File: config.mk
export PLATFORM = sky130hd
export DESIGN_NAME = tga_rle_image_decoder_flat
export DESIGN_NICKNAME = d
export VERILOG_FILES = /design/src/rtl/tga_dec_pkg.sv /design/src/rtl/tga_dec_ifs.sv /design/src/rtl/tga_dec_parser.sv /design/src/rtl/tga_dec_outbuf.sv /design/src/rtl/tga_rle_image_decoder.sv /design/src/flat_wrapper.sv
export SDC_FILE = /design/constraint.sdc
export NUM_CORES = 2
export LEC_CHECK = 0
export ABC_AREA = 0
export BUFFER_PORTS_ARGS = -buffer_cell sky130_fd_sc_hd__buf_2
export CAP_MARGIN = 15
export CORE_ASPECT_RATIO = 0.75
export CORE_MARGIN = 3
export CORE_UTILIZATION = 67
export DETAILED_ROUTE_END_ITERATION = 10
export GPL_ROUTABILITY_DRIVEN = 0
export PLACE_DENSITY_LB_ADDON = 0.3
export SETUP_SLACK_MARGIN = 0.1
export SLEW_MARGIN = 25
export SYNTH_ARGS = -nofsm -noshare
export SYNTH_HDL_FRONTEND = slang
export SYNTH_SLANG_ARGS = --single-unit
File: constraint.sdc
create_clock -name clk -period 34.2 [get_ports clk]
set_input_delay 3.42 -clock clk [delete_from_list [all_inputs] [get_ports clk]]
set_output_delay 3.42 -clock clk [all_outputs]
set_load 0.01 [all_outputs]
File: src/rtl/tga_dec_pkg.sv
package tga_dec_pkg;

  // Header layout.
  localparam logic [8:0] HDR_ID_LEN   = 9'd0;
  localparam logic [8:0] HDR_TYPE     = 9'd2;
  localparam logic [8:0] HDR_WIDTH_LO = 9'd12;
  localparam logic [8:0] HDR_WIDTH_HI = 9'd13;
  localparam logic [8:0] HDR_HEIGHT_LO = 9'd14;
  localparam logic [8:0] HDR_HEIGHT_HI = 9'd15;
  localparam logic [8:0] HDR_DEPTH    = 9'd16;
  localparam logic [8:0] HDR_LAST     = 9'd17;

  // Image type code for run-length coded true-color data.
  localparam logic [7:0] RLE_TYPE = 8'd10;

  // Depth byte shifted right by three equals this code for 4-byte pixels.
  localparam logic [4:0] DEPTH32_CODE = 5'd4;

  // Largest run a packet can describe.
  localparam logic [7:0] MAX_RUN = 8'd128;

  // One decoded run.
  typedef struct packed {
    logic [31:0] pixel_value;
    logic [7:0]  run_length;
    logic [31:0] start_index;
    logic [15:0] image_width;
    logic [15:0] image_height;
    logic        image_done;
  } run_t;

endpackage

File: src/rtl/tga_dec_ifs.sv
// Input channel: one file byte per item.
interface tga_dec_in_if;
  logic       valid;
  logic       ready;
  logic [7:0] data_byte;
  logic       file_start;

  modport source (output valid, output data_byte, output file_start, input ready);
  modport sink (input valid, input data_byte, input file_start, output ready);
endinterface

// Result channel: one decoded run per item.
interface tga_dec_out_if;
  logic        valid;
  logic        ready;
  logic [31:0] pixel_value;
  logic [7:0]  run_length;
  logic [31:0] start_index;
  logic [15:0] image_width;
  logic [15:0] image_height;
  logic        image_done;

  modport source (output valid, output pixel_value, output run_length, output start_index,
                  output image_width, output image_height, output image_done,
                  input ready);
  modport sink (input valid, input pixel_value, input run_length, input start_index,
                input image_width, input image_height, input image_done,
                output ready);
endinterface

File: src/rtl/tga_dec_parser.sv
module tga_dec_parser (
  input  logic                clk,
  input  logic                rst_n,
  input  logic                in_fire,
  input  logic [7:0]          data_byte,
  input  logic                file_start,
  output logic                res_valid,
  output tga_dec_pkg::run_t   res
);

  typedef enum logic [2:0] {
    PH_HEADER, PH_IDSKIP, PH_PACKET, PH_REPEAT, PH_RAW, PH_PLAIN, PH_DONE
  } phase_t;

  phase_t      phase_r, phase_nxt, c_phase;
  logic [8:0]  hc_r, hc_nxt, c_hc;
  logic [7:0]  id_len_r, id_len_nxt, c_id_len;
  logic        rle_r, rle_nxt, c_rle;
  logic        four_r, four_nxt, c_four;
  logic [15:0] width_r, width_nxt, c_width;
  logic [15:0] height_r, height_nxt, c_height;
  logic [31:0] total_r, total_nxt, c_total;
  logic [31:0] next_idx_r, next_idx_nxt, c_next;
  logic [7:0]  raw_rem_r, raw_rem_nxt, c_raw_rem;
  logic [7:0]  rep_len_r, rep_len_nxt, c_rep_len;
  logic [1:0]  bip_r, bip_nxt, c_bip;
  logic [31:0] asm_r, asm_nxt, c_asm;

  logic [31:0] byte_sh;
  logic [31:0] asm_acc;
  logic        pix_done;
  logic [31:0] left;
  logic        rep_clip;
  logic [7:0]  run_len;
  logic        run_done;
  logic        emit;
  logic        no_pixels;
  phase_t      pix_phase;

  // A file start clears the whole state before the byte is taken.
  always_comb begin
    if (file_start) begin
      c_phase   = PH_HEADER;
      c_hc      = '0;
      c_id_len  = '0;
      c_rle     = 1'b0;
      c_four    = 1'b0;
      c_width   = '0;
      c_height  = '0;
      c_total   = '0;
      c_next    = '0;
      c_raw_rem = '0;
      c_rep_len = '0;
      c_bip     = '0;
      c_asm     = '0;
    end else begin
      c_phase   = phase_r;
      c_hc      = hc_r;
      c_id_len  = id_len_r;
      c_rle     = rle_r;
      c_four    = four_r;
      c_width   = width_r;
      c_height  = height_r;
      c_total   = total_r;
      c_next    = next_idx_r;
      c_raw_rem = raw_rem_r;
      c_rep_len = rep_len_r;
      c_bip     = bip_r;
      c_asm     = asm_r;
    end
  end

  // Pixel assembly and run length terms.
  always_comb begin
    byte_sh  = {24'd0, data_byte} << {c_bip, 3'b000};
    asm_acc  = c_asm | byte_sh;
    pix_done = c_four ? (c_bip == 2'd3) : (c_bip >= 2'd2);
    left     = c_total - c_next;
    rep_clip = (left[31:8] == 24'd0) && (left[7:0] <= c_rep_len);
    if (c_phase == PH_REPEAT) begin
      run_len  = rep_clip ? left[7:0] : c_rep_len;
      run_done = rep_clip;
    end else begin
      run_len  = 8'd1;
      run_done = (left[31:1] == 31'd0);
    end
    no_pixels = (c_width == 16'd0) || (c_height == 16'd0);
    pix_phase = no_pixels ? PH_DONE : (c_rle ? PH_PACKET : PH_PLAIN);
  end

  // Next-state logic for one byte.
  always_comb begin
    phase_nxt    = c_phase;
    hc_nxt       = c_hc;
    id_len_nxt   = c_id_len;
    rle_nxt      = c_rle;
    four_nxt     = c_four;
    width_nxt    = c_width;
    height_nxt   = c_height;
    total_nxt    = c_total;
    next_idx_nxt = c_next;
    raw_rem_nxt  = c_raw_rem;
    rep_len_nxt  = c_rep_len;
    bip_nxt      = c_bip;
    asm_nxt      = c_asm;
    emit         = 1'b0;

    case (c_phase)
      PH_HEADER: begin
        case (c_hc)
          tga_dec_pkg::HDR_ID_LEN:    id_len_nxt = data_byte;
          tga_dec_pkg::HDR_TYPE:      rle_nxt = (data_byte == tga_dec_pkg::RLE_TYPE);
          tga_dec_pkg::HDR_WIDTH_LO:  width_nxt = {c_width[15:8], data_byte};
          tga_dec_pkg::HDR_WIDTH_HI:  width_nxt = {data_byte, c_width[7:0]};
          tga_dec_pkg::HDR_HEIGHT_LO: height_nxt = {c_height[15:8], data_byte};
          tga_dec_pkg::HDR_HEIGHT_HI: height_nxt = {data_byte, c_height[7:0]};
          tga_dec_pkg::HDR_DEPTH:     four_nxt = (data_byte[7:3] == tga_dec_pkg::DEPTH32_CODE);
          default: ;
        endcase
        if (c_hc >= tga_dec_pkg::HDR_LAST) begin
          hc_nxt    = '0;
          total_nxt = {16'd0, c_width} * {16'd0, c_height};
          if (c_id_len != 8'd0) begin
            phase_nxt = PH_IDSKIP;
          end else begin
            next_idx_nxt = '0;
            bip_nxt      = '0;
            asm_nxt      = '0;
            phase_nxt    = pix_phase;
          end
        end else begin
          hc_nxt = c_hc + 9'd1;
        end
      end
      PH_IDSKIP: begin
        hc_nxt = c_hc + 9'd1;
        if ((c_hc + 9'd1) >= {1'b0, c_id_len}) begin
          hc_nxt       = '0;
          next_idx_nxt = '0;
          bip_nxt      = '0;
          asm_nxt      = '0;
          phase_nxt    = pix_phase;
        end
      end
      PH_PACKET: begin
        if (data_byte[7]) begin
          rep_len_nxt = {1'b0, data_byte[6:0]} + 8'd1;
          phase_nxt   = PH_REPEAT;
        end else begin
          raw_rem_nxt = data_byte + 8'd1;
          phase_nxt   = PH_RAW;
        end
        bip_nxt = '0;
        asm_nxt = '0;
      end
      PH_REPEAT, PH_RAW, PH_PLAIN: begin
        if (!pix_done) begin
          asm_nxt = asm_acc;
          bip_nxt = c_bip + 2'd1;
        end else begin
          emit         = 1'b1;
          asm_nxt      = '0;
          bip_nxt      = '0;
          next_idx_nxt = c_next + {24'd0, run_len};
          if (run_done) begin
            phase_nxt = PH_DONE;
          end else if (c_phase == PH_REPEAT) begin
            phase_nxt = PH_PACKET;
          end else if (c_phase == PH_RAW) begin
            raw_rem_nxt = c_raw_rem - 8'd1;
            if (c_raw_rem == 8'd1) begin
              phase_nxt = PH_PACKET;
            end
          end
        end
      end
      default: ;
    endcase
  end

  // Result of this byte, if it completes a run.
  always_comb begin
    res_valid        = in_fire && emit;
    res.pixel_value  = asm_acc;
    res.run_length   = run_len;
    res.start_index  = c_next;
    res.image_width  = c_width;
    res.image_height = c_height;
    res.image_done   = run_done;
  end

  // Decoder state, updated once per accepted item.
  always_ff @(posedge clk) begin
    if (!rst_n) begin
      phase_r    <= PH_HEADER;
      hc_r       <= '0;
      id_len_r   <= '0;
      rle_r      <= 1'b0;
      four_r     <= 1'b0;
      width_r    <= '0;
      height_r   <= '0;
      total_r    <= '0;
      next_idx_r <= '0;
      raw_rem_r  <= '0;
      rep_len_r  <= '0;
      bip_r      <= '0;
      asm_r      <= '0;
    end else if (in_fire) begin
      phase_r    <= phase_nxt;
      hc_r       <= hc_nxt;
      id_len_r   <= id_len_nxt;
      rle_r      <= rle_nxt;
      four_r     <= four_nxt;
      width_r    <= width_nxt;
      height_r   <= height_nxt;
      total_r    <= total_nxt;
      next_idx_r <= next_idx_nxt;
      raw_rem_r  <= raw_rem_nxt;
      rep_len_r  <= rep_len_nxt;
      bip_r      <= bip_nxt;
      asm_r      <= asm_nxt;
    end
  end

endmodule

File: src/rtl/tga_dec_outbuf.sv
module tga_dec_outbuf (
  input  logic              clk,
  input  logic              rst_n,
  input  logic              res_valid,
  input  tga_dec_pkg::run_t res,
  output logic              in_ready,
  output logic              out_valid,
  input  logic              out_ready,
  output tga_dec_pkg::run_t out_data
);

  logic              main_v_r;
  logic              skid_v_r;
  tga_dec_pkg::run_t main_r;
  tga_dec_pkg::run_t skid_r;

  // The skid entry catches a result produced while the output is stalled.
  assign in_ready  = !skid_v_r;
  assign out_valid = main_v_r;
  assign out_data  = main_r;

  // Control bits of the two-entry result buffer.
  always_ff @(posedge clk) begin
    if (!rst_n) begin
      main_v_r <= 1'b0;
      skid_v_r <= 1'b0;
    end else if (!main_v_r || out_ready) begin
      main_v_r <= skid_v_r || res_valid;
      skid_v_r <= 1'b0;
    end else if (res_valid) begin
      skid_v_r <= 1'b1;
    end
  end

  // Payload of the two entries.
  always_ff @(posedge clk) begin
    if (!main_v_r || out_ready) begin
      main_r <= skid_v_r ? skid_r : res;
    end else if (res_valid) begin
      skid_r <= res;
    end
  end

endmodule

File: src/rtl/tga_rle_image_decoder.sv
// TGA decoder: takes a TGA file one byte per item and returns decoded pixel runs.
// Assert file_start with the first byte of every file. The 18-byte header is
// parsed, the ID field skipped, and the pixel data (run-length coded for image
// type 10, plain otherwise) comes out as runs of value, length and linear start
// index; depths 32-39 give 4-byte pixels, other depths 3-byte pixels with A = 0.
// A byte is taken in every cycle while ready is high, and at most one run comes
// out per byte, registered in the output buffer from the byte that completes its
// pixel; all per-byte work is a single pass of counter and register updates. A
// two-entry output buffer absorbs one extra run while the output is stalled; ready
// drops only when both entries hold runs. Bytes after the last pixel produce nothing.
module tga_rle_image_decoder (
  input  logic          clk,
  input  logic          rst_n,
  tga_dec_in_if.sink    in_if,
  tga_dec_out_if.source out_if
);

  logic              in_fire;
  logic              in_ready;
  logic              res_valid;
  tga_dec_pkg::run_t res;
  tga_dec_pkg::run_t out_data;

  assign in_if.ready = in_ready;
  assign in_fire     = in_if.valid && in_ready;

  // Header parser and run decoder.
  tga_dec_parser u_parser (
    .clk        (clk),
    .rst_n      (rst_n),
    .in_fire    (in_fire),
    .data_byte  (in_if.data_byte),
    .file_start (in_if.file_start),
    .res_valid  (res_valid),
    .res        (res)
  );

  // Result register with skid entry.
  tga_dec_outbuf u_outbuf (
    .clk       (clk),
    .rst_n     (rst_n),
    .res_valid (res_valid),
    .res       (res),
    .in_ready  (in_ready),
    .out_valid (out_if.valid),
    .out_ready (out_if.ready),
    .out_data  (out_data)
  );

  assign out_if.pixel_value  = out_data.pixel_value;
  assign out_if.run_length   = out_data.run_length;
  assign out_if.start_index  = out_data.start_index;
  assign out_if.image_width  = out_data.image_width;
  assign out_if.image_height = out_data.image_height;
  assign out_if.image_done   = out_data.image_done;

endmodule

File: src/flat_wrapper.sv
// flat-port wrapper written by rule: the top's interface ports become plain ports
module tga_rle_image_decoder_flat 
  (clk, rst_n, in_if_valid, in_if_data_byte, in_if_file_start, in_if_ready, out_if_valid, out_if_pixel_value, out_if_run_length, out_if_start_index, out_if_image_width, out_if_image_height, out_if_image_done, out_if_ready);
  tga_dec_in_if in_if_i ();
  tga_dec_out_if out_if_i ();
  input  logic clk;
  input  logic rst_n;
  input wire logic [$bits(in_if_i.valid)-1:0] in_if_valid;
  input wire logic [$bits(in_if_i.data_byte)-1:0] in_if_data_byte;
  input wire logic [$bits(in_if_i.file_start)-1:0] in_if_file_start;
  output wire logic [$bits(in_if_i.ready)-1:0] in_if_ready;
  output wire logic [$bits(out_if_i.valid)-1:0] out_if_valid;
  output wire logic [$bits(out_if_i.pixel_value)-1:0] out_if_pixel_value;
  output wire logic [$bits(out_if_i.run_length)-1:0] out_if_run_length;
  output wire logic [$bits(out_if_i.start_index)-1:0] out_if_start_index;
  output wire logic [$bits(out_if_i.image_width)-1:0] out_if_image_width;
  output wire logic [$bits(out_if_i.image_height)-1:0] out_if_image_height;
  output wire logic [$bits(out_if_i.image_done)-1:0] out_if_image_done;
  input wire logic [$bits(out_if_i.ready)-1:0] out_if_ready;
  assign in_if_i.valid = in_if_valid;
  assign in_if_i.data_byte = in_if_data_byte;
  assign in_if_i.file_start = in_if_file_start;
  assign in_if_ready = in_if_i.ready;
  assign out_if_valid = out_if_i.valid;
  assign out_if_pixel_value = out_if_i.pixel_value;
  assign out_if_run_length = out_if_i.run_length;
  assign out_if_start_index = out_if_i.start_index;
  assign out_if_image_width = out_if_i.image_width;
  assign out_if_image_height = out_if_i.image_height;
  assign out_if_image_done = out_if_i.image_done;
  assign out_if_i.ready = out_if_ready;
  tga_rle_image_decoder u_core (.clk(clk), .rst_n(rst_n), .in_if(in_if_i), .out_if(out_if_i));
endmodule
After elaboration in Yosys (flattened, before gate mapping). Cells that the tools add are included.

Word-level logic and storage cells: 146. Register bits: 380. Output and inout port bits: 107. Input bits: 13.

Mux-type cells: 70. Shifts and indexed selects: 1. Reduce and logical (&&, ||, !) cells: 18. Bitwise operators: 3. $add $sub $neg: 7. $lt $le $gt $ge: 4. Multiply operators: 1. Eq/ne operators: 15.

Operators by type and width (count): $mux W32 (13); $pmux W32 S4 (1); $mux W8 (14); $mux W105 (1); $pmux W32 S3 (1); $mux W16 (4); $pmux W16 S2 (2); $eq A9 B4 Y1 const B (4); $mux W3 (12); $add A32 B8 Y32 (1); $logic_not A16 Y1 (2); $mul A16 B16 Y32 (1); $or A32 B32 Y32 (1); $shl A8 B5 Y32 (1); $sub A32 B32 Y32 (1); $logic_not A31 Y1 (1); $mux W9 (3); $logic_not A24 Y1 (1); $pmux W9 S2 (1); $pmux W8 S2 (1); $pmux W3 S4 (1); $mux W1 (10); $mux W2 (5); $add A9 B1 Y9 const B (1); other kinds (28) (36).

Depth between registers and ports, before layout.
Depth in word-level cells: 9. Gate-level depth with buffers: 39. Mapped depth without buffers: 33.

By module. Synthesis repeated with hierarchy kept, for this count alone.

Cells, all modules: 2892. Area, all modules: 28094.4 um2.

By module, submodules not included: tga_dec_parser (area each 20320.7 um2, instances 1, cells an instance 2555, sequential area each 3363.2 um2); tga_dec_outbuf (area each 7767.4 um2, instances 1, cells an instance 336, sequential area each 6346.1 um2); tga_rle_image_decoder (area each 6.3 um2, instances 1, cells an instance 1, sequential area each 0.0 um2).

Worst setup path after synthesis. OpenSTA, ideal clock, no wires.

Path kind: in2reg. From: in out_if_ready. To: reg u_core.u_outbuf.skid_r[0] in the netlist's numbering, enable pin. Cell stages on the path: 2. Arrival: 13299 ps. Library setup time: 697 ps. Setup slack: 20204 ps. Data required time: 33503 ps. Path buffers: 0. Cell sequence: nand2b_1 -> nor3_1.

Word-level cells in the longest chain between the ends: 3.

Ends and longest elaborated chain: start: declaration (RTL line flat_wrapper.sv:19) `input wire logic [$bits(out_if_i.ready)-1:0] out_if_ready;`; $logic_or A1 B1 Y1 (RTL line tga_dec_outbuf.sv:37) `if (!main_v_r || out_ready) begin`; $not A1 Y1 (no line); $reduce_and A2 Y1 (no line); end signal: assignment (RTL line tga_dec_outbuf.sv:40) `skid_r <= res;`; end: declaration (RTL line tga_dec_outbuf.sv:15) `tga_dec_pkg::run_t skid_r;`.

Every way passes these cells. A chain may end at the register's enable or synchronous reset.

==> results.ini <==
[pwr]
powerDensity_nw_per_um2=33.6
p_leak_nw=13.0
swShare=0.240
vdd_drop_max_mv=0.0376
p_sw_mw=0.239
clock_power_share=0.445
combPwrFrac=0.070
p_seq_frac=0.485
p_int_mw=0.758

[logic_synthesis]
synth_simple_gate_area_share=0.173
synth-edff-count=210
synthXorXnorAreaFrac=0.0240
syn-mean-instance-area_um2=9.36
syn-cell-area_um2=27400
synth_mux_area_frac=0.0247
yosys_most_used_dff=edfxtp_1
synth-seq-area-share=0.354
ys_async_sr_fraction=0
synth_cells=2926
synth_fa_ha_area_frac=0.219
synth_top_family_by_area=adder cells
synthDistinctLibCells=86
synth-compound-area-share=0.140
syn-num-nets=3301
synth_seq_cells=380
ys_warn_count=0

[sta]
tns_ps=0
setup_viol=0
final_max_slew_viol_count=0
skew_ps=33.3
timing.slew.headroom=0.293
worstMarginPinSlew_ps=1060
period_share=0.338
rsz0062_at_grt=false
fmax_mhz=86.5
min_period_ps=11570
hold_violations=0

[clock_tree]
htreeDepth=2
holdBufCountCts=0
clock_path_buffers=3
path_clk_slew_ps=60
cts_num_sinks=380
cts_tree=yes
ctsResizeCount=0
cts_buffers=39
cts-root-buf=clkbuf_16
clk_latency_ps=570
post-cts-setup-buffers=0

[setup_path]
required_ps=34670
setup.worst_path.start_class=primary input
cp.arrival_ps=12030
crit_top_cell=a21oi_1
crit_fanout=40
end_kind=flip-flop
worstSetupPathType=in2reg
critPathMaxStageDelay_ps=630
critPathSlowestCell=or4b_1

[die]
fp.dieW_um=240
die_area_um2=43400
die_y_um=181
num_rows=63
io_pins=120
initial_core_util=0.686
coreArea_um2=40000

[finish]
final_cell_count_no_fill=3504
seqCellArea_um2=9710
layout-drive-gt1-share=0.102
n_fill_cell=2666
syn_to_final_growth_pct=8.17
multiInputGateArea_um2=16000
nets=3327

[routing]
wl_per_cell_um=21.3
dr.pass1.iters=9
drt_iter0_drc=2889
route.detailed.drc=0
ant_nets=0
vias_per_cell=6.49
wl_mm=74.8
vias=22700

[grt]
grt_pass1_vias=22500
grt_start_max_net_pins=83
antenna_found_initial=3
grt_remaining_overflow=0
track_usage=0.346
grt_pass1_wl_mm=120

[place]
port_buffers=119
hpwl_mm=53.7
placed_cells=3431

[status]
outcome=finished, final reports clean

[job]
drv_cap=0

[hold_path]
hp-class=reg2reg

-- Yosys cell counts, types with 44 or more instances --
| master | instances | area share |
|---|---|---|
| a22oi_1 | 70 | 0.019 |
| o21ai_0 | 115 | 0.021 |
| inv_1 | 297 | 0.041 |
| clkbuf_1 | 136 | 0.019 |
| xnor2_1 | 48 | 0.015 |
| nand2_1 | 396 | 0.054 |
| dfxtp_1 | 170 | 0.12 |
| nor2_1 | 226 | 0.031 |
| a21o_1 | 44 | 0.012 |
| mux2_2 | 53 | 0.022 |
| ha_1 | 166 | 0.076 |
| fa_1 | 196 | 0.14 |
| nor2b_1 | 88 | 0.020 |
| a21oi_1 | 141 | 0.026 |
| and2_1 | 100 | 0.023 |
| edfxtp_1 | 210 | 0.23 |
-- worst paths after layout --
path	start	end	slack, ps	depth (start not counted)
hold / removal	u_core.u_parser.total_r[16]	u_core.u_parser.total_r[16]	460	2
setup / recovery	in_if_file_start	u_core.u_parser.next_idx_r[30]	22630	32
hold reg to reg	u_core.u_parser.total_r[16]	u_core.u_parser.total_r[16]	460	2
setup reg to reg	u_core.u_parser.next_idx_r[0]	u_core.u_parser.next_idx_r[30]	26150	31
-- per-layer routing --
| layer | vias to the layer above | GRT usage | wire (um) | share of wire |
|---|---|---|---|---|
| li1 | 10000 | - | - | - |
| met1 | 10900 | 0.473 | 29000 | 0.39 |
| met2 | 1524 | 0.530 | 33500 | 0.45 |
| met3 | 248 | 0.0967 | 9510 | 0.13 |
| met4 | 2 | 0.127 | 2700 | 0.036 |
| met5 | - | 0 | 10 | 0.00013 |
-- metrics by stage --
stage           util  total power, mW  setup WS (ps)  hold slack (ps)  area, um2
6_report       0.742            0.997          22630              456      29600
5_1_grt        0.741             1.02          22040              502      29600
4_1_cts        0.741            0.997          22720              462      29600
3_5_place_dp   0.708            0.559          22180              448      28300
3_3_place_gp   0.708            0.557          22460              442      28300
2_1_floorplan      -            0.540          20200              417      27400
-- critical path: cells and delay by family --
family / cells / cell delay, ps
AO/OA/AOI/OAI: 17 / 3830
AND/OR/NAND/NOR: 9 / 2270
buffers and inverters: 3 / 1300
adder cells (fa/ha/maj): 3 / 1140
-- power groups by stage --
stage	Clock, mW	Combinational [mW]	Sequential (mW)
floorplan	0	0.0476	0.493
global placement	0	0.0637	0.493
detailed placement	0	0.0661	0.493
CTS	0.447	0.0669	0.483
global route	0.463	0.0746	0.483
finish	0.444	0.0697	0.483
-- cell families after synthesis --
logic type / after synthesis
compound gates: 575
xor+xnor: 75
fa+ha+maj: 362
buf+inv: 469
flops: 380
mux: 61
simple gates: 1004
-- layout make-up --
cell class,instances,area share
diodes,2,0.000169
flip-flops and latches,380,0.328
clock inverters,23,0.00975
clock buffers,48,0.0347
well taps,520,0.0220
repair buffers,156,0.0296
multi-input cells,2077,0.538
inverters,298,0.0378
-- registers in the layout (all words and copies together), names as in the netlist --
name / count
u_core.u_outbuf.out_data: 105
u_core.u_outbuf.out_valid: 1
u_core.u_parser.width_r: 16
u_core.u_parser.id_len_r: 8
u_core.u_parser.height_r: 16
u_core.u_parser.asm_r: 32
u_core.u_parser.next_idx_r: 32
u_core.u_parser.rep_len_r: 8
u_core.u_parser.bip_r: 2
u_core.u_outbuf.skid_v_r: 1
u_core.u_parser.raw_rem_r: 8
u_core.u_outbuf.skid_r: 105
u_core.u_parser.total_r: 32
u_core.u_parser.phase_r: 3
u_core.u_parser.hc_r: 9
u_core.u_parser.rle_r: 1
u_core.u_parser.four_r: 1
-- placed cells by master, fill, tap and decap left out, types with 25 or more instances in the layout --
| cell type | count |
|---|---|
| ha_1 | 166 |
| o31ai_1 | 27 |
| and2_1 | 100 |
| a32oi_1 | 30 |
| xor2_1 | 27 |
| o21ai_0 | 115 |
| fa_1 | 196 |
| nand3_1 | 29 |
| nor2_1 | 225 |
| nand2_1 | 396 |
| buf_4 | 38 |
| a21oi_1 | 140 |
| nor3_1 | 38 |
| a22oi_1 | 70 |
| clkbuf_16 | 39 |
| inv_1 | 295 |
| buf_2 | 118 |
| mux2_2 | 53 |
| a21o_1 | 44 |
| xnor2_1 | 48 |
| nor2b_1 | 87 |
| nor4_1 | 25 |
| dfxtp_1 | 169 |
| edfxtp_1 | 210 |
Note: power is estimated with default switching activity, not from simulation.
